[config.mk]
export PLATFORM = sky130hd
export DESIGN_NAME = cfa_cell
export DESIGN_NICKNAME = d
export VERILOG_FILES = /design/src/rtl/cfa_pkg.sv /design/src/rtl/cfa_cell.sv
export SDC_FILE = /design/constraint.sdc
export NUM_CORES = 1
export LEC_CHECK = 0
export BUFFER_PORTS_ARGS = -buffer_cell sky130_fd_sc_hd__buf_2
export CAP_MARGIN = 15
export CORE_MARGIN = 2
export CORE_UTILIZATION = 45
export CTS_CLUSTER_DIAMETER = 80
export DETAILED_ROUTE_END_ITERATION = 7
export PLACE_DENSITY = 0.77
export SETUP_SLACK_MARGIN = 0.4
export SYNTH_ARGS = -nofsm -noshare
export SYNTH_HDL_FRONTEND = slang
export SYNTH_SLANG_ARGS = --single-unit
[constraint.sdc]
create_clock -name clk -period 7.85 [get_ports clk]
set_input_delay 1.1775 -clock clk [delete_from_list [all_inputs] [get_ports clk]]
set_output_delay 1.1775 -clock clk [all_outputs]
set_load 0.05 [all_outputs]
[src/rtl/cfa_pkg.sv]
// Shared types, constants and codes of the contiguous fit allocator.
`timescale 1ns / 1ps
package cfa_pkg;

  // Table geometry
  localparam int MAX_SEGMENTS = 32;
  localparam int NUM_CELLS    = MAX_SEGMENTS + 1;
  localparam int IDX_W        = $clog2(NUM_CELLS);
  localparam int CNT_W        = $clog2(MAX_SEGMENTS + 1);
  localparam int AGE_W        = $clog2(MAX_SEGMENTS);
  localparam int ADDR_W       = 12;
  localparam int ID_W         = 8;
  localparam int HOLE_W       = 6;

  localparam logic [ADDR_W-1:0] MEMORY_RESET = 12'd128;

  // Placement policies
  localparam logic [1:0] POL_FIRST = 2'd0;
  localparam logic [1:0] POL_NEXT  = 2'd1;
  localparam logic [1:0] POL_BEST  = 2'd2;
  localparam logic [1:0] POL_WORST = 2'd3;

  // Result outcomes
  localparam logic [1:0] OUT_PLACED   = 2'd0;
  localparam logic [1:0] OUT_EVICTED  = 2'd1;
  localparam logic [1:0] OUT_REJECTED = 2'd2;

  // Register indexes
  localparam logic REG_POLICY = 1'b0;
  localparam logic REG_MEMSIZE = 1'b1;

  // Cell operations
  localparam logic [2:0] OP_HOLD   = 3'd0;
  localparam logic [2:0] OP_INSERT = 3'd1;
  localparam logic [2:0] OP_REMOVE = 3'd2;
  localparam logic [2:0] OP_LOAD   = 3'd3;
  localparam logic [2:0] OP_SHIFT  = 3'd4;

  // One resident segment
  typedef struct packed {
    logic [ADDR_W-1:0] base;
    logic [ADDR_W-1:0] len;
    logic [ID_W-1:0]   owner;
    logic [AGE_W-1:0]  age;
  } seg_t;

  // One position of the scan line
  typedef struct packed {
    logic              is_seg;
    logic              gap_ok;
    logic              victim;
    logic [ADDR_W-1:0] gap_start;
    logic [ADDR_W-1:0] gap_len;
    logic [ADDR_W-1:0] seg_base;
    logic [ADDR_W-1:0] seg_len;
    logic [ID_W-1:0]   seg_owner;
  } tap_t;

  // Broadcast control for every cell
  typedef struct packed {
    logic [2:0]        op;
    logic [IDX_W-1:0]  slot;
    logic [CNT_W-1:0]  count;
    logic [ADDR_W-1:0] mem_size;
    seg_t              new_seg;
  } ctrl_t;

  // Outcome of one scan
  typedef struct packed {
    logic              found;
    logic [ADDR_W-1:0] start;
    logic [IDX_W-1:0]  slot;
    logic [HOLE_W-1:0] hidx;
    logic [HOLE_W-1:0] holes;
    logic [IDX_W-1:0]  victim_slot;
    logic [ID_W-1:0]   victim_owner;
    logic [ADDR_W-1:0] victim_base;
    logic [ADDR_W-1:0] victim_len;
  } sel_t;

endpackage

[src/rtl/cfa_cell.sv]
// One segment cell: holds a segment, its load age and a scan line position.
`timescale 1ns / 1ps
module cfa_cell
  import cfa_pkg::*;
(
  input  logic             clk,
  input  logic [IDX_W-1:0] cell_idx,
  input  ctrl_t            ctrl,
  input  seg_t             left_seg,
  input  seg_t             right_seg,
  input  tap_t             right_tap,
  output seg_t             seg_q,
  output tap_t             tap_q
);

  seg_t seg_r, seg_nxt;
  tap_t tap_r, tap_nxt;
  logic [ADDR_W:0] prev_end;
  logic [ADDR_W:0] limit;

  assign seg_q = seg_r;
  assign tap_q = tap_r;

  // End of the left neighbor is where the gap before this cell starts
  assign prev_end = {1'b0, left_seg.base} + {1'b0, left_seg.len};

  // Update the segment on insert or remove
  always_comb begin
    seg_nxt = seg_r;
    unique case (ctrl.op)
      OP_INSERT: begin
        if (cell_idx > ctrl.slot) begin
          seg_nxt = left_seg;
        end else if (cell_idx == ctrl.slot) begin
          seg_nxt = ctrl.new_seg;
        end
      end
      OP_REMOVE: begin
        if (cell_idx >= ctrl.slot) begin
          seg_nxt = right_seg;
        end
        seg_nxt.age = seg_nxt.age - AGE_W'(1);
      end
      default: seg_nxt = seg_r;
    endcase
  end

  // Form this position's gap, or shift the scan line toward cell zero
  always_comb begin
    tap_nxt = tap_r;
    limit   = (cell_idx < IDX_W'(ctrl.count)) ? {1'b0, seg_r.base} : {1'b0, ctrl.mem_size};
    unique case (ctrl.op)
      OP_LOAD: begin
        tap_nxt.is_seg    = cell_idx < IDX_W'(ctrl.count);
        tap_nxt.gap_ok    = (cell_idx <= IDX_W'(ctrl.count)) && (limit > prev_end);
        tap_nxt.victim    = seg_r.age == '0;
        tap_nxt.gap_start = prev_end[ADDR_W-1:0];
        tap_nxt.gap_len   = limit[ADDR_W-1:0] - prev_end[ADDR_W-1:0];
        tap_nxt.seg_base  = seg_r.base;
        tap_nxt.seg_len   = seg_r.len;
        tap_nxt.seg_owner = seg_r.owner;
      end
      OP_SHIFT: tap_nxt = right_tap;
      default:  tap_nxt = tap_r;
    endcase
  end

  always_ff @(posedge clk) begin
    seg_r <= seg_nxt;
    tap_r <= tap_nxt;
  end

endmodule

==> impl_metrics.tcl, run 1 <==
set metrics [dict create \
    antenna_found_initial 1 \
    outcome "finished, final reports clean" \
    pin_count 300 \
    grt_overflow 0 \
    post_cts_buffers 0 \
    hold_path_end "tap_q[3]" \
    end_kind "flop" \
    coreArea_mm2 0.0133 \
    ys_warn_count 0 \
    grt_pass1_vias 5496 \
    clkTransAtPathRegs_ns 0.06 \
    ir_drop_uv 99.2 \
    drtIter0Drc 392 \
    nFillCells 1185 \
    firstDrtPassIters 6 \
    arrival_ns 4.19 \
    crit_type "input port to flop" \
    synth_ff_type "edfxtp_1" \
    wl_per_cell_um 18.0 \
    skew_ns 0.00928 \
    cts_tree "yes" \
    insertion_delay_ns 0.35 \
    reg2reg_from "seg_q[31]" \
    cts_made_buffers 9 \
    drv_cap 0 \
    syn_nets 857 \
    maxSlewViolCount 0 \
    clock_sinks 96 \
    routed_wl_mm 19.6 \
    nNetsFinal 1148 \
    min-delay-start "seg_q[8]" \
    hold_path_class "flop to flop" \
    cts_max_path_buffers 2 \
    rows 42 \
    p_per_area_mw_per_mm2 215 \
    worst_setup_path_start_kind "input port" \
    synth_cells 614 \
    portBuffers 299 \
    timing.final.crit_share_pct 52.5 \
    layout-drive-gt1-share_pct 38.4 \
    cp_cell_sequence "buf_2 -> ha_1 -> a21oi_1 -> nand2_1 -> a211oi_2 -> buf_4 -> mux2_2 -> ha_1 -> a2111oi_0 -> a211oi_1 -> o21ai_1 -> a31oi_2 -> xnor2_1 -> a21oi_1" \
    whs_path_depth 2 \
    drc 0 \
    cp_data_required_time_ns 7.92 \
    synth_cell_types 54 \
    period_minus_slack_ns 4.12 \
    crit_path_max_incr_delay_ns 0.44 \
    fin_ws_ns 3.73 \
    avgViaCountPerCell 5.23 \
    final_area_mm2 0.00806 \
    r2r_slack_ns 5.34 \
    root_buffer "clkbuf_16" \
    syn_to_final_growth_pct 31.3 \
    finalSetupViolCount 0 \
    crit_path_max_fanout 14 \
    die_h_um 121 \
    p_total_w 0.00174 \
    vias 5684 \
    reg2regPathDepth 8 \
    pre_cts_ws_ns 3.40 \
    grt_pass1_wl_mm 29.5 \
    rsz0062_at_grt "false" \
    cts-resized-gates 0 \
    track_usage_pct 27.0 \
    htreeDepth 3 \
    gp_congestion 0.905 \
    syn_avg_cell_area_um2 10.0 \
    tightest_slew_ns 1.06 \
    finalSetupTns_ns 0 \
    die_x_um 121 \
    async_flop_share_pct 0 \
    synth_area_mm2 0.00614 \
    hpwl_mm 15.5 \
    die-area_mm2 0.0146 \
    p_leak_nw 3.72 \
    ctsHoldBuffers 0 \
    ant_nets 0 \
    start_util_pct 46.2 \
    seq_area_frac_synth_pct 46.9 \
    max_clock_freq_mhz 243 \
    grt_max_degree 57 \
    ys_ff_latch 96 \
    dpl-instance-area_mm2 0.00776 \
    worst_path_max_delay_cell "a2111oi_0" \
    r2r_end "tap_q[43]" \
    synth_edf_count 96 \
    timing.slew.headroom_pct 29.1 \
    hold_viol_final 0 \
]
-- worst max-delay path, delay by kind of cell --
family | cells | cell delay, ns
AO/OA/AOI/OAI | 7 | 1.29
XOR/XNOR | 1 | 0.16
multiplexers | 1 | 0.37
AND/OR/NAND/NOR | 1 | 0.08
buffers and inverters | 2 | 0.40
adder cells (fa/ha/maj) | 2 | 0.70
-- sequential cells by signal, summed over array words and instances (netlist names) --
register / cells
tap_q: 59
seg_q: 37
-- area by class of cell --
type | instances | area [um2] | share of cell area, %
inverters | 21 | 78.8 | 0.978
repair buffers | 307 | 1560 | 19.3
clock inverters | 7 | 77.6 | 0.962
flip-flops and latches | 96 | 2880 | 35.8
clock buffers | 9 | 225 | 2.79
well taps | 176 | 220 | 2.73
diodes | 1 | 2.50 | 0.0310
multi-input cells | 470 | 3020 | 37.4
-- metrics by stage --
step	instances	hold WS, ns	util (%)
final	1087	0.552	60.6
after global routing	1086	0.574	60.6
after CTS	1086	0.541	60.6
after detailed placement	1070	0.525	58.3
after global placement	1070	0.524	58.3
after floorplan	614	0.870	-
-- worst max path at each step --
stage	from	end	cells after the start
global route	left_seg[13]	tap_q[42]	15
floorplan	ctrl[62]	tap_q[0]	2
detailed placement	left_seg[13]	tap_q[42]	15
global placement	left_seg[13]	tap_q[42]	15
CTS	cell_idx[4]	tap_q[43]	14
finish	cell_idx[4]	tap_q[43]	14
-- cells by family (layout without fill, tap and decap cells) --
kind of cell / after synthesis / count (layout) / share of synthesized area (%)
other: 0 / 1 / 0
muxes: 56 / 56 / 9.35
and+or+nand+nor: 231 / 231 / 15.5
adders and majority gates: 39 / 39 / 8.19
DFF: 96 / 96 / 46.9
xor gates and xnor gates: 22 / 22 / 3.26
buffers and inverters: 48 / 344 / 4.56
AOI/OAI and AO/OA: 122 / 122 / 12.2
-- cells in the mapped netlist (7+ instances only) --
cell type,n,area share [%]
o21ai_1,34,2.8
ha_1,37,7.5
mux2_2,11,2.0
edfxtp_1,96,47
a21oi_1,26,2.1
nand2b_1,7,0.71
inv_1,21,1.3
mux2i_1,45,7.3
nor2_1,32,2.0
xor2_1,11,1.6
clkbuf_1,14,0.86
nand2_1,166,10
xnor2_1,10,1.4
o21ai_0,24,2.0
-- power by group --
group	leakage, nW	internal (W)	switching, W
clock network	0.149	0.000252	0.000204
logic	2.68	0.000222	0.000407
registers	0.886	0.000634	0.0000188
-- placed cells by master, fill, tap and decap left out, drive strengths merged, types with 4 or more instances in the layout --
cell type  instances
clkbuf             9
buf              307
nor2b              5
a21oi             26
o21a               5
nor3               5
xnor2             10
edfxtp            96
a31oi              4
a21o               6
mux2i             45
nor2              32
o31ai              5
nand2b             7
o21ai             59
xor2              12
a211oi             5
nand2            167
ha                37
inv               25
mux2              11
-- layer usage --
metal  track usage (%)  routed length, um
met5                 0                  0
met4              9.08                422
met3              5.42               1640
met2              47.1               9840
met1              33.4               7670
No activity file was read; power rests on OpenSTA's default activity.
==> run 2, diff against run 1 <==
==> constraint.sdc (replaced) <==
create_clock -name clk -period 4.05 [get_ports clk]
set_input_delay 0.6075 -clock clk [delete_from_list [all_inputs] [get_ports clk]]
set_output_delay 0.6075 -clock clk [all_outputs]
set_load 0.05 [all_outputs]
==> run 2 against run 1 <==
Against the previous run:
- final cell count is essentially flat
- critical path depth is the same
- clock-buffer cell count grew 1
- sequential share of layout area shrank 0.25 points
- power grew 94%
- sequential power grew 93%
- critical path type unchanged
- clock power grew 90%
- combinational power grew 97%
- register-to-register slack lost 3.8 ns
- die area is the same
- worst hold slack lost 0.043 ns
==> impl_metrics.tcl, run 2 (synthesized netlist as in run 1, its figures left out) <==
set metrics [dict create \
    outcome "finished, final reports clean" \
    crit_path_max_fanout 14 \
    layout_common_cells "buf_2 (299), nand2_1 (165), edfxtp_1 (96), mux2i_1 (45), ha_1 (36)" \
    htreeDepth 3 \
    grt_max_degree 57 \
    ir_drop_uv 173 \
    p_per_area_mw_per_mm2 415 \
    drc 0 \
    pre_cts_ws_ns 0.158 \
    power.switching_w 0.00121 \
    hpwl_mm 15.5 \
    die-area_mm2 0.0146 \
    clkPwrFrac_pct 25.7 \
    nFillCells 1190 \
    timing.final.crit_share_pct 86.0 \
    cts_made_buffers 9 \
    tightest_slew_ns 1.01 \
    track_usage_pct 26.7 \
    fin_ws_ns 0.567 \
    max_clock_freq_mhz 287 \
    skew_ns 0.0100 \
    nNetsFinal 1149 \
    p_int_w 0.00216 \
    register_area_mm2 0.00288 \
    maxSlewViolCount 0 \
    p_leak_nw 3.73 \
    hold_viol_final 0 \
    ant_nets 0 \
    gp_congestion 0.935 \
    crit_type "input port to flop" \
    grt_pass1_vias 5449 \
    firstDrtPassIters 5 \
    drtIter0Drc 363 \
    vias 5641 \
    die_h_um 121 \
    grt_overflow 0 \
    antenna_found_initial 1 \
    wl_per_cell_um 18.0 \
    end_kind "flop" \
    clock_sinks 96 \
    post_cts_buffers 0 \
    grt_pass1_wl_mm 29.1 \
    die_x_um 121 \
    finalSetupTns_ns 0 \
    cp_data_required_time_ns 4.13 \
    routed_wl_mm 19.6 \
    period_minus_slack_ns 3.48 \
    portBuffers 299 \
    cts-resized-gates 0 \
    p_comb_share_pct 36.7 \
    rows 42 \
    drv_cap 0 \
    avgViaCountPerCell 5.18 \
    final_common_cell "buf_2" \
    worst_setup_path_start_kind "input port" \
    largest_reg_flops 59 \
    root_buffer "clkbuf_16" \
    rsz0062_at_grt "false" \
    ctsHoldBuffers 0 \
    finalSetupViolCount 0 \
    cts_tree "yes" \
    cts_max_path_buffers 2 \
    power.share.switching_pct 36.0 \
    syn_to_final_growth_pct 32.2 \
    hold_path_class "input port to flop" \
    pin_count 300 \
    coreArea_mm2 0.0133 \
    seqPwrFrac_pct 37.5 \
    clkTransAtPathRegs_ns 0.08 \
    timing.slew.headroom_pct 32.4 \
    multi_input_area_mm2 0.00305 \
    arrival_ns 3.56 \
    insertion_delay_ns 0.36 \
    start_util_pct 46.2 \
    layout-drive-gt1-share_pct 39.2 \
]
==> run 2: changes by cell type in the layout (fill, tap and decap cells not counted), moves of 2 or more <==
cell,previous run,this run
a21oi_1,26,24
a21oi_2,0,2
buf_12,0,2
buf_4,8,6
inv_8,2,0
==> run 2: power groups by stage <==
stage / Combinational (W) / Sequential, W / Clock [W]
final: 0.00124 / 0.00126 / 0.000867
after global routing: 0.00134 / 0.00127 / 0.000915
after CTS: 0.00122 / 0.00126 / 0.000875
after detailed placement: 0.00122 / 0.00129 / 0
after global placement: 0.00120 / 0.00129 / 0
after floorplan: 0.000594 / 0.00156 / 0
==> run 2: final cells by class <==
type                            instances  area share, %
Multi-Input combinational cell        470           37.6
Sequential cell                        96           35.5
Timing Repair Buffer                  308           19.6
Clock buffer                           10           2.82
Tap cell                              176           2.71
Inverter                               21          0.971
Clock inverter                          6          0.801
Antenna cell                            1         0.0308
==> run 2: metal layers <==
layer	track usage, %	part of all wire, %	up-vias
li1	-	-	2762
met1	32.1	40	2576
met2	46.7	50	271
met3	6.65	8.1	32
met4	9.01	2.2	0
met5	0	0	-
==> run 2: worst max-delay path: stages <==
cell and delay [ns]:
buf_2 0.12, ha_1 0.32, a21oi_1 0.15, nand2_1 0.07, a211oi_2 0.25, buf_6 0.22, mux2_2 0.36, ha_1 0.36
nor2b_1 0.16, o21ai_0 0.22, a21oi_1 0.15, o211ai_1 0.24, nor3b_1 0.22, o31ai_1 0.10
==> run 2: stage by stage <==
| stage | instance area [um2] | power [W] | hold slack (ns) | util [%] | cells |
|---|---|---|---|---|---|
| 2_1_floorplan | 6140 | 0.00216 | 0.782 | - | 614 |
| 3_3_place_gp | 7790 | 0.00249 | 0.521 | 58.6 | 1071 |
| 3_5_place_dp | 7790 | 0.00250 | 0.522 | 58.6 | 1071 |
| 4_1_cts | 8090 | 0.00336 | 0.503 | 60.8 | 1087 |
| 5_1_grt | 8120 | 0.00352 | 0.507 | 61.1 | 1088 |
| 6_report | 8120 | 0.00337 | 0.510 | 61.1 | 1088 |
==> run 2: worst paths after layout <==
kind | from | endpoint | slack [ns] | depth (start not counted)
worst max-delay path | cell_idx[4] | tap_q[42] | 0.57 | 14
worst min-delay path | right_tap[19] | tap_q[19] | 0.51 | 3
worst max register to register | seg_q[27] | tap_q[42] | 1.58 | 8
worst min register to register | seg_q[21] | tap_q[16] | 0.54 | 2
