--- src/rtl/cfa_pkg.sv ---
// Shared types, constants and codes of the contiguous fit allocator.
`timescale 1ns / 1ps
package cfa_pkg;

  // Table geometry
  localparam int MAX_SEGMENTS = 32;
  localparam int NUM_CELLS    = MAX_SEGMENTS + 1;
  localparam int IDX_W        = $clog2(NUM_CELLS);
  localparam int CNT_W        = $clog2(MAX_SEGMENTS + 1);
  localparam int AGE_W        = $clog2(MAX_SEGMENTS);
  localparam int ADDR_W       = 12;
  localparam int ID_W         = 8;
  localparam int HOLE_W       = 6;

  localparam logic [ADDR_W-1:0] MEMORY_RESET = 12'd128;

  // Placement policies
  localparam logic [1:0] POL_FIRST = 2'd0;
  localparam logic [1:0] POL_NEXT  = 2'd1;
  localparam logic [1:0] POL_BEST  = 2'd2;
  localparam logic [1:0] POL_WORST = 2'd3;

  // Result outcomes
  localparam logic [1:0] OUT_PLACED   = 2'd0;
  localparam logic [1:0] OUT_EVICTED  = 2'd1;
  localparam logic [1:0] OUT_REJECTED = 2'd2;

  // Register indexes
  localparam logic REG_POLICY = 1'b0;
  localparam logic REG_MEMSIZE = 1'b1;

  // Cell operations
  localparam logic [2:0] OP_HOLD   = 3'd0;
  localparam logic [2:0] OP_INSERT = 3'd1;
  localparam logic [2:0] OP_REMOVE = 3'd2;
  localparam logic [2:0] OP_LOAD   = 3'd3;
  localparam logic [2:0] OP_SHIFT  = 3'd4;

  // One resident segment
  typedef struct packed {
    logic [ADDR_W-1:0] base;
    logic [ADDR_W-1:0] len;
    logic [ID_W-1:0]   owner;
    logic [AGE_W-1:0]  age;
  } seg_t;

  // One position of the scan line
  typedef struct packed {
    logic              is_seg;
    logic              gap_ok;
    logic              victim;
    logic [ADDR_W-1:0] gap_start;
    logic [ADDR_W-1:0] gap_len;
    logic [ADDR_W-1:0] seg_base;
    logic [ADDR_W-1:0] seg_len;
    logic [ID_W-1:0]   seg_owner;
  } tap_t;

  // Broadcast control for every cell
  typedef struct packed {
    logic [2:0]        op;
    logic [IDX_W-1:0]  slot;
    logic [CNT_W-1:0]  count;
    logic [ADDR_W-1:0] mem_size;
    seg_t              new_seg;
  } ctrl_t;

  // Outcome of one scan
  typedef struct packed {
    logic              found;
    logic [ADDR_W-1:0] start;
    logic [IDX_W-1:0]  slot;
    logic [HOLE_W-1:0] hidx;
    logic [HOLE_W-1:0] holes;
    logic [IDX_W-1:0]  victim_slot;
    logic [ID_W-1:0]   victim_owner;
    logic [ADDR_W-1:0] victim_base;
    logic [ADDR_W-1:0] victim_len;
  } sel_t;

endpackage

--- src/rtl/cfa_select.sv ---
// Hole selector: walks the scan line one position a cycle while stepped and keeps the pick.
`timescale 1ns / 1ps
module cfa_select
  import cfa_pkg::*;
(
  input  logic              clk,
  input  logic              start,
  input  logic              step,
  input  logic [1:0]        policy,
  input  logic [ADDR_W-1:0] need,
  input  logic [HOLE_W-1:0] rover,
  input  tap_t              tap,
  output sel_t              res
);

  logic [IDX_W-1:0]  pos_r, pos_nxt;
  logic [HOLE_W-1:0] hidx_r, hidx_nxt;
  logic              found_r, found_nxt;
  logic [ADDR_W-1:0] pstart_r, pstart_nxt;
  logic [ADDR_W-1:0] plen_r, plen_nxt;
  logic [IDX_W-1:0]  pslot_r, pslot_nxt;
  logic [HOLE_W-1:0] phidx_r, phidx_nxt;
  logic              wfound_r, wfound_nxt;
  logic [ADDR_W-1:0] wstart_r, wstart_nxt;
  logic [IDX_W-1:0]  wslot_r, wslot_nxt;
  logic [HOLE_W-1:0] whidx_r, whidx_nxt;
  logic [IDX_W-1:0]  vslot_r, vslot_nxt;
  logic [ID_W-1:0]   vowner_r, vowner_nxt;
  logic [ADDR_W-1:0] vbase_r, vbase_nxt;
  logic [ADDR_W-1:0] vlen_r, vlen_nxt;
  logic              fits, take, take_wrap;

  // Decide whether the current hole replaces the pick
  always_comb begin
    fits      = tap.gap_ok && (tap.gap_len >= need);
    take      = 1'b0;
    take_wrap = 1'b0;
    unique case (policy)
      POL_FIRST: take = fits && !found_r;
      POL_NEXT: begin
        take      = fits && !found_r && (hidx_r >= rover);
        take_wrap = fits && !wfound_r && (hidx_r < rover);
      end
      POL_BEST:  take = fits && (!found_r || tap.gap_len < plen_r);
      POL_WORST: take = fits && (!found_r || tap.gap_len > plen_r);
      default:   take = 1'b0;
    endcase
  end

  // Advance one position per step
  always_comb begin
    pos_nxt = pos_r;       hidx_nxt = hidx_r;
    found_nxt = found_r;   pstart_nxt = pstart_r; plen_nxt = plen_r;
    pslot_nxt = pslot_r;   phidx_nxt = phidx_r;
    wfound_nxt = wfound_r; wstart_nxt = wstart_r;
    wslot_nxt = wslot_r;   whidx_nxt = whidx_r;
    vslot_nxt = vslot_r;   vowner_nxt = vowner_r;
    vbase_nxt = vbase_r;   vlen_nxt = vlen_r;
    if (start) begin
      pos_nxt    = '0;
      hidx_nxt   = '0;
      found_nxt  = 1'b0;
      wfound_nxt = 1'b0;
      vslot_nxt  = '0;
    end else if (step) begin
      pos_nxt = pos_r + IDX_W'(1);
      if (tap.gap_ok) begin
        hidx_nxt = hidx_r + HOLE_W'(1);
      end
      if (take) begin
        found_nxt  = 1'b1;
        pstart_nxt = tap.gap_start;
        plen_nxt   = tap.gap_len;
        pslot_nxt  = pos_r;
        phidx_nxt  = hidx_r;
      end
      if (take_wrap) begin
        wfound_nxt = 1'b1;
        wstart_nxt = tap.gap_start;
        wslot_nxt  = pos_r;
        whidx_nxt  = hidx_r;
      end
      if (tap.is_seg && tap.victim) begin
        vslot_nxt  = pos_r;
        vowner_nxt = tap.seg_owner;
        vbase_nxt  = tap.seg_base;
        vlen_nxt   = tap.seg_len;
      end
    end
  end

  always_ff @(posedge clk) begin
    pos_r <= pos_nxt;       hidx_r <= hidx_nxt;
    found_r <= found_nxt;   pstart_r <= pstart_nxt; plen_r <= plen_nxt;
    pslot_r <= pslot_nxt;   phidx_r <= phidx_nxt;
    wfound_r <= wfound_nxt; wstart_r <= wstart_nxt;
    wslot_r <= wslot_nxt;   whidx_r <= whidx_nxt;
    vslot_r <= vslot_nxt;   vowner_r <= vowner_nxt;
    vbase_r <= vbase_nxt;   vlen_r <= vlen_nxt;
  end

  // Fall back to the wrapped part of a roving search
  always_comb begin
    res.holes        = hidx_r;
    res.victim_slot  = vslot_r;
    res.victim_owner = vowner_r;
    res.victim_base  = vbase_r;
    res.victim_len   = vlen_r;
    if (found_r || policy != POL_NEXT) begin
      res.found = found_r;
      res.start = pstart_r;
      res.slot  = pslot_r;
      res.hidx  = phidx_r;
    end else begin
      res.found = wfound_r;
      res.start = wstart_r;
      res.slot  = wslot_r;
      res.hidx  = whidx_r;
    end
  end

endmodule

--- config.mk ---
export PLATFORM = sky130hd
export DESIGN_NAME = cfa_select
export DESIGN_NICKNAME = d
export VERILOG_FILES = /design/src/rtl/cfa_pkg.sv /design/src/rtl/cfa_select.sv
export SDC_FILE = /design/constraint.sdc
export NUM_CORES = 1
export LEC_CHECK = 0
export ABC_AREA = 1
export BUFFER_PORTS_ARGS = -buffer_cell sky130_fd_sc_hd__buf_2
export CAP_MARGIN = 10
export CORE_MARGIN = 5
export CORE_UTILIZATION = 50
export DETAILED_ROUTE_END_ITERATION = 8
export PLACE_DENSITY_LB_ADDON = 0.05
export SKIP_CTS_REPAIR_TIMING = 1
export SYNTH_ARGS = -nofsm -noshare
export SYNTH_HDL_FRONTEND = slang
export SYNTH_SLANG_ARGS = --single-unit
--- constraint.sdc ---
create_clock -name clk -period 3.4 [get_ports clk]
set_clock_uncertainty 0.15 [all_clocks]
set_input_delay 0.34 -clock clk [delete_from_list [all_inputs] [get_ports clk]]
set_output_delay 0.34 -clock clk [all_outputs]
set_load 0.01 [all_outputs]
==> qor.csv, run 1 <==
stage,metric,value,unit
outcome,status,"finished, final reports clean",
grt,grtUsageMet3,0.0343,
detailed_routing,drt-initial-drc-count,170,
cts,clk_latency,0.36,ns
setup_path,r2r_cells,11,
power_and_ir_drop,intPower,1.94,mW
yosys,avgSynthCellArea,12.7,sq um
die,initial_core_util,0.505,
setup_path,critPathKind,register to register,
place,place.gp.congestion,0.759,
die,rows,36,
timing,maxSlewViolCount,0,
worst_hold_path,hp-class,input pin to register,
final_layout,finalNetCount,693,
grt,use_met1,0.202,
setup_path,cp_max_fo,24,
timing,finalHoldViolCount,0,
grt,grt_usage,0.159,
power_and_ir_drop,p_per_area,404,nW/um^2
yosys,syn-cell-area,4860,sq um
cts,cts_buffers,9,
grt,grt_first_pass_wirelength,14400,um
timing,grt_setup_unrepaired,no,
grt,antenna_found_initial,0,
setup_path,required,3.28,ns
grt,grt_use_met2,0.270,
worst_hold_path,min_from,tap[32],
job,maxCapViolCount,0,
cts,clk_pin_slew_worst_paths,0.11,ns
grt,grt-ovfl-total,0,
die,dieArea,11800,sq um
detailed_routing,drt-total-wl,9990,um
power_and_ir_drop,seq_power_share,0.597,
timing,period_needed,2.37,ns
detailed_routing,ant_nets,0,
detailed_routing,viasPerCell,4.64,
cts,clk_path_buf_depth,2,
setup_path,cp-end-kind,register,
setup_path,r2r_setup_slack,1.03,ns
final_layout,drive_above_1_share,0.348,
power_and_ir_drop,peakVddDrop,0.000225,V
die,die_w,109,um
final_layout,final_common_cell,buf_2,
detailed_routing,route.vias.total,3333,
yosys,syn-instance-count,382,
yosys,ys_seq_area_frac,0.650,
cts,cts_root_buf,clkbuf_8,
yosys,yosysWarnings,0,
detailed_routing,first_pass_iters,4,
cts,htree_levels,3,
power_and_ir_drop,p_leak,2.90,nW
setup_path,r2r-start,hidx_r[3],
detailed_routing,wire_per_inst,13.9,um
final_layout,seqCellArea,3160,sq um
power_and_ir_drop,sw_frac_of_total,0.242,
grt,grt_pass1_vias,3020,
yosys,ys_types,23,
timing,relSlewSlack,0.673,
power_and_ir_drop,power_frac_clock,0.293,
cts,clock-sinks,112,
timing,tightest_slew,0.490,ns
grt,top_usage_layer,met2,
worst_hold_path,hold_path_depth,1,
place,portBuffers,150,
setup_path,r2r_end,wstart_r[6],
die,coreArea,9640,sq um
final_layout,layout_common_cells,"buf_2, edfxtp_1, inv_1",
timing,setup_violations,0,
worst_hold_path,hold-path-endpoint,plen_r[0],
cts,tritoncts,built,
die,io_pins,151,
final_layout,num-fill-cells,799,
yosys,synth_seq_cells,112,
place,hpwl,7110,um
yosys,synth_fp_nets,496,
timing,setup-tns-final,0,ns
power_and_ir_drop,p_comb_frac,0.110,
final_layout,area_growth,30.2,%
detailed_routing,drc,0,
final_layout,multiInputGateArea,1420,sq um
grt,grt_max_degree,33,
setup_path,crit_arrival,2.25,ns
die,fp.dieH,109,um
timing,timing.final.crit_share,0.696,
timing,fmax,423,MHz
final_layout,finish.utilization,0.657,
setup_path,critPathLaunchType,register,
power_and_ir_drop,p_switching,0.619,mW
## synthesized netlist by cell type
library cell	number	share of area
mux2_4	19	0.059
inv_1	64	0.049
nor2_4	1	0.0023
nand2_1	58	0.045
nand3_1	7	0.0072
nand4_1	4	0.0051
nor3_2	1	0.0021
o21ai_0	17	0.017
o21a_1	2	0.0031
mux2_2	5	0.012
and2_1	1	0.0013
nor2_2	4	0.0051
inv_2	1	0.00077
nand2_4	2	0.0046
a21oi_1	24	0.025
buf_2	2	0.0021
ha_1	32	0.082
dfxtp_1	20	0.082
o21bai_1	2	0.0031
buf_6	3	0.0069
edfxtp_1	92	0.57
nor2_1	17	0.013
nor3_1	4	0.0041
## metal layers
| layer | share of wire | vias to the layer above | wire length (um) |
|---|---|---|---|
| li1 | - | 1702 | - |
| met1 | 0.40 | 1518 | 3980 |
| met2 | 0.52 | 103 | 5180 |
| met3 | 0.069 | 10 | 691 |
| met4 | 0.014 | 0 | 138 |
| met5 | 0 | - | 0 |
## cells by family after synthesis
logic type                 Yosys count  share of synthesized area
AOI/OAI and AO/OA                   45                     0.0484
adders and majority gates           32                     0.0823
buffers and inverters               70                     0.0592
DFF                                112                      0.650
muxes                               24                     0.0702
and+or+nand+nor                     99                     0.0898
## worst max-delay path by stage
stage	start	to	slack, ns	depth (start not counted)
2_1_floorplan	step	vbase_r[0]	0.74	4
3_3_place_gp	tap[43]	pslot_r[4]	1.08	12
3_5_place_dp	tap[43]	wstart_r[6]	1.04	12
4_1_cts	hidx_r[3]	wstart_r[6]	1.02	11
5_1_grt	hidx_r[3]	wstart_r[6]	0.85	11
6_report	hidx_r[3]	wstart_r[6]	1.03	11
## power groups by stage
| stage | Combinational (mW) | Sequential (mW) | Clock (mW) |
|---|---|---|---|
| 5_1_grt | 0.318 | 1.53 | 0.822 |
| 2_1_floorplan | 0.132 | 1.56 | 0 |
| 6_report | 0.281 | 1.53 | 0.751 |
| 3_3_place_gp | 0.244 | 1.56 | 0 |
| 4_1_cts | 0.251 | 1.53 | 0.771 |
| 3_5_place_dp | 0.250 | 1.56 | 0 |
## stage by stage
| stage | total power [mW] | cell area, sq um | std cells | hold slack (ns) | setup slack, ns |
|---|---|---|---|---|---|
| floorplan | 1.70 | 4860 | 382 | 0.262 | 0.743 |
| global placement | 1.80 | 5770 | 664 | 0.281 | 1.08 |
| detailed placement | 1.81 | 5770 | 664 | 0.285 | 1.04 |
| CTS | 2.55 | 5960 | 680 | -0.0311 | 1.02 |
| global route | 2.67 | 6330 | 717 | 0.000230 | 0.849 |
| finish | 2.56 | 6330 | 718 | 0.0188 | 1.03 |
## final cells by class
type,instances,area share
Antenna cell,1,0.000395
Clock buffer,10,0.0202
Clock inverter,6,0.00988
Inverter,65,0.0385
Multi-Input combinational cell,200,0.224
Sequential cell,112,0.499
Tap cell,133,0.0263
Timing Repair Buffer,191,0.182
## flip-flops by register name (all words and copies together), names as in the netlist, 8 cells and up
signal / cells
plen_r: 12
pstart_r: 12
vbase_r: 12
vlen_r: 12
vowner_r: 8
wstart_r: 12
## worst max-delay path: stages, from the launching register on
cell,delay [ns]
dfxtp_1,0.50
ha_1,0.31
nand2_1,0.07
nand2_1,0.04
nand2_1,0.05
nand2_1,0.05
nor2_1,0.16
nand4_1,0.10
nor3_1,0.14
nand2_1,0.09
inv_1,0.06
buf_4,0.30
(Power assumes the default switching activity.)
==> run 2, diff against run 1 <==
Clock period 3.4 ns to 2.4 ns, I/O delays scaled along.
==> run 2 against run 1 <==
Setup slack got worse by 0.87 ns. Critical path depth rose by 2. Highest routed layer unchanged. Clock power rose by 36%. Sequential power rose by 41%.
==> qor.csv, run 2 (synthesis results as in run 1) <==
stage,metric,value,unit,change
power_and_ir_drop,p_per_area,549,nW/um^2,+36%
setup_path,r2r-start,hidx_r[5],,
timing,holdWs,0.0649,ns,+0.0461 ns
job,maxCapViolCount,0,,unchanged
outcome,status,"finished, final reports clean",,
place,place.gp.congestion,0.796,,+4.9%
die,coreArea,9640,sq um,unchanged
setup_path,critPathLaunchType,input pin,,
setup_path,crit_arrival,2.16,ns,-0.09 ns
power_and_ir_drop,seq_power_share,0.597,,about the same
timing,relSlewSlack,0.693,,+0.0201
cts,clk_path_buf_depth,2,,unchanged
detailed_routing,route.vias.total,3403,,+2.1%
timing,period_needed,2.24,ns,
setup_path,timing.critical_path.buf_inv,4,,+2
setup_path,cp-end-kind,register,,
setup_path,endpoint,pstart_r[10],,
place,hpwl,7220,um,+1.5%
worst_hold_path,hold_path_depth,3,,+2
grt,grt_first_pass_wirelength,14100,um,-2.0%
grt,grt_pass1_vias,3025,,+0.17%
power_and_ir_drop,sw_frac_of_total,0.230,,-0.0119
cts,cts_root_buf,clkbuf_8,,
grt,antenna_found_initial,0,,unchanged
detailed_routing,ant_nets,0,,unchanged
final_layout,design_area,6590,sq um,+4.0%
setup_path,critPathKind,input pin to register,,
timing,setup_violations,0,,unchanged
detailed_routing,wire_per_inst,13.8,um,-0.48%
cts,htree_levels,3,,unchanged
power_and_ir_drop,peakVddDrop,0.000377,V,+67%
detailed_routing,drt-initial-drc-count,104,,-39%
detailed_routing,first_pass_iters,4,,unchanged
final_layout,drive_above_1_share,0.344,,-0.00385
die,dieArea,11800,sq um,unchanged
die,die_w,109,um,unchanged
setup_path,worst_path_max_delay_cell,dlygate4sd3_1,,
timing,setup-tns-final,0,ns,unchanged
power_and_ir_drop,intPower,2.79,mW,+44%
final_layout,finalNetCount,717,,+3.5%
worst_hold_path,hp-class,input pin to register,,
timing,fmax,447,MHz,
final_layout,final_common_cell,buf_2,,
place,portBuffers,150,,unchanged
die,initial_core_util,0.505,,unchanged
cts,clk_pin_slew_worst_paths,0.09,ns,-0.02 ns
final_layout,area_growth,35.4,%,
die,io_pins,151,,unchanged
grt,grt_usage,0.158,,-0.000330
timing,maxSlewViolCount,0,,unchanged
detailed_routing,drt-total-wl,10300,um,+2.7%
setup_path,crit_family,buffers and inverters,,
setup_path,path_cells,"dlygate4sd3_1, buf_2, ha_1, nand2_1, nor2_1, and2_1, nand2_1, nand3_1, nor2_1, nor2_1, nand2_1, clkinvlp_4, buf_12",,
timing,tightest_slew,0.460,ns,-0.0300 ns
timing,timing.final.crit_share,0.932,,
setup_path,cp_max_fo,19,,-21%
cts,clk_latency,0.36,ns,about the same
detailed_routing,viasPerCell,4.59,,-1.1%
power_and_ir_drop,p_leak,3.00,nW,+3.4%
power_and_ir_drop,power_frac_clock,0.283,,-0.010
grt,grt_max_degree,33,,unchanged
cts,clock-sinks,112,,unchanged
cts,tritoncts,built,,
setup_path,slowest_delay,0.53,ns,+0.03 ns
power_and_ir_drop,p_comb_frac,0.120,,+0.010
grt,grt-ovfl-total,0,,unchanged
power_and_ir_drop,p_switching,0.832,mW,+34%
final_layout,diodes,0,,-1
setup_path,required,2.32,ns,-0.96 ns
die,fp.dieH,109,um,unchanged
timing,finalHoldViolCount,0,,unchanged
place,detailed_place.area,5830,sq um,+1.0%
die,rows,36,,unchanged
setup_path,r2r_end,pstart_r[10],,
setup_path,startpoint,tap[38],,
timing,grt_setup_unrepaired,no,,
detailed_routing,drc,0,,unchanged
setup_path,r2r_cells,14,,+3
setup_path,cp_num_cells,13,,+2
setup_path,r2r_setup_slack,0.23,ns,-0.80 ns
final_layout,layout_common_cells,"buf_2, edfxtp_1, inv_1",,
cts,cts_buffers,9,,unchanged
run 2: changes by cell type in the layout (fill, tap and decap cells not counted), moves of 2 or more:
cell           delta
buf_12            +2
clkinv_4          -2
dfxtp_1           -2
dfxtp_2           +2
dlygate4sd3_1    +20
run 2: cell type report:
cell class                      instances  area [sq um]
Sequential cell                       112          3170
Clock buffer                           11           141
Tap cell                              133           166
Inverter                               65           248
Multi-Input combinational cell        200          1420
Timing Repair Buffer                  215          1410
Clock inverter                          5          37.5
Fill cell                             771          3050
run 2: power groups by stage:
stage	Clock, mW	Combinational (mW)	Sequential, mW
detailed placement	0	0.363	2.20
floorplan	0	0.187	2.22
CTS	1.07	0.365	2.16
finish	1.02	0.435	2.16
global route	1.15	0.486	2.17
global placement	0	0.356	2.20
run 2: worst min-delay path, stage by stage:
cell and delay (ns):
buf_2 0.12, nand2_4 0.09, a21oi_1 0.07
run 2: through the flow:
| stage | std cells | setup slack, ns | util | total power, mW |
|---|---|---|---|---|
| after CTS | 684 | 0.126 | 0.623 | 3.59 |
| after global routing | 741 | 0.00579 | 0.683 | 3.80 |
| after floorplan | 382 | 0.00408 | - | 2.40 |
| final | 741 | 0.162 | 0.683 | 3.62 |
| after detailed placement | 668 | 0.162 | 0.605 | 2.57 |
| after global placement | 668 | 0.193 | 0.605 | 2.56 |
run 2: metal layers:
metal  global-route usage  wire length (um)  vias up
met1                0.203              4270     1561
met5                    0                 0        -
met3               0.0308               561       12
li1                     -                 -     1746
met2                0.262              5250       84
met4               0.0703               169        0
run 2: worst min-delay path by stage:
stage | start | endpoint
6_report | tap[57] | hidx_r[0]
5_1_grt | tap[57] | hidx_r[0]
4_1_cts | tap[18] | vlen_r[10]
3_5_place_dp | tap[18] | vlen_r[10]
3_3_place_gp | tap[4] | vowner_r[4]
2_1_floorplan | start | hidx_r[5]
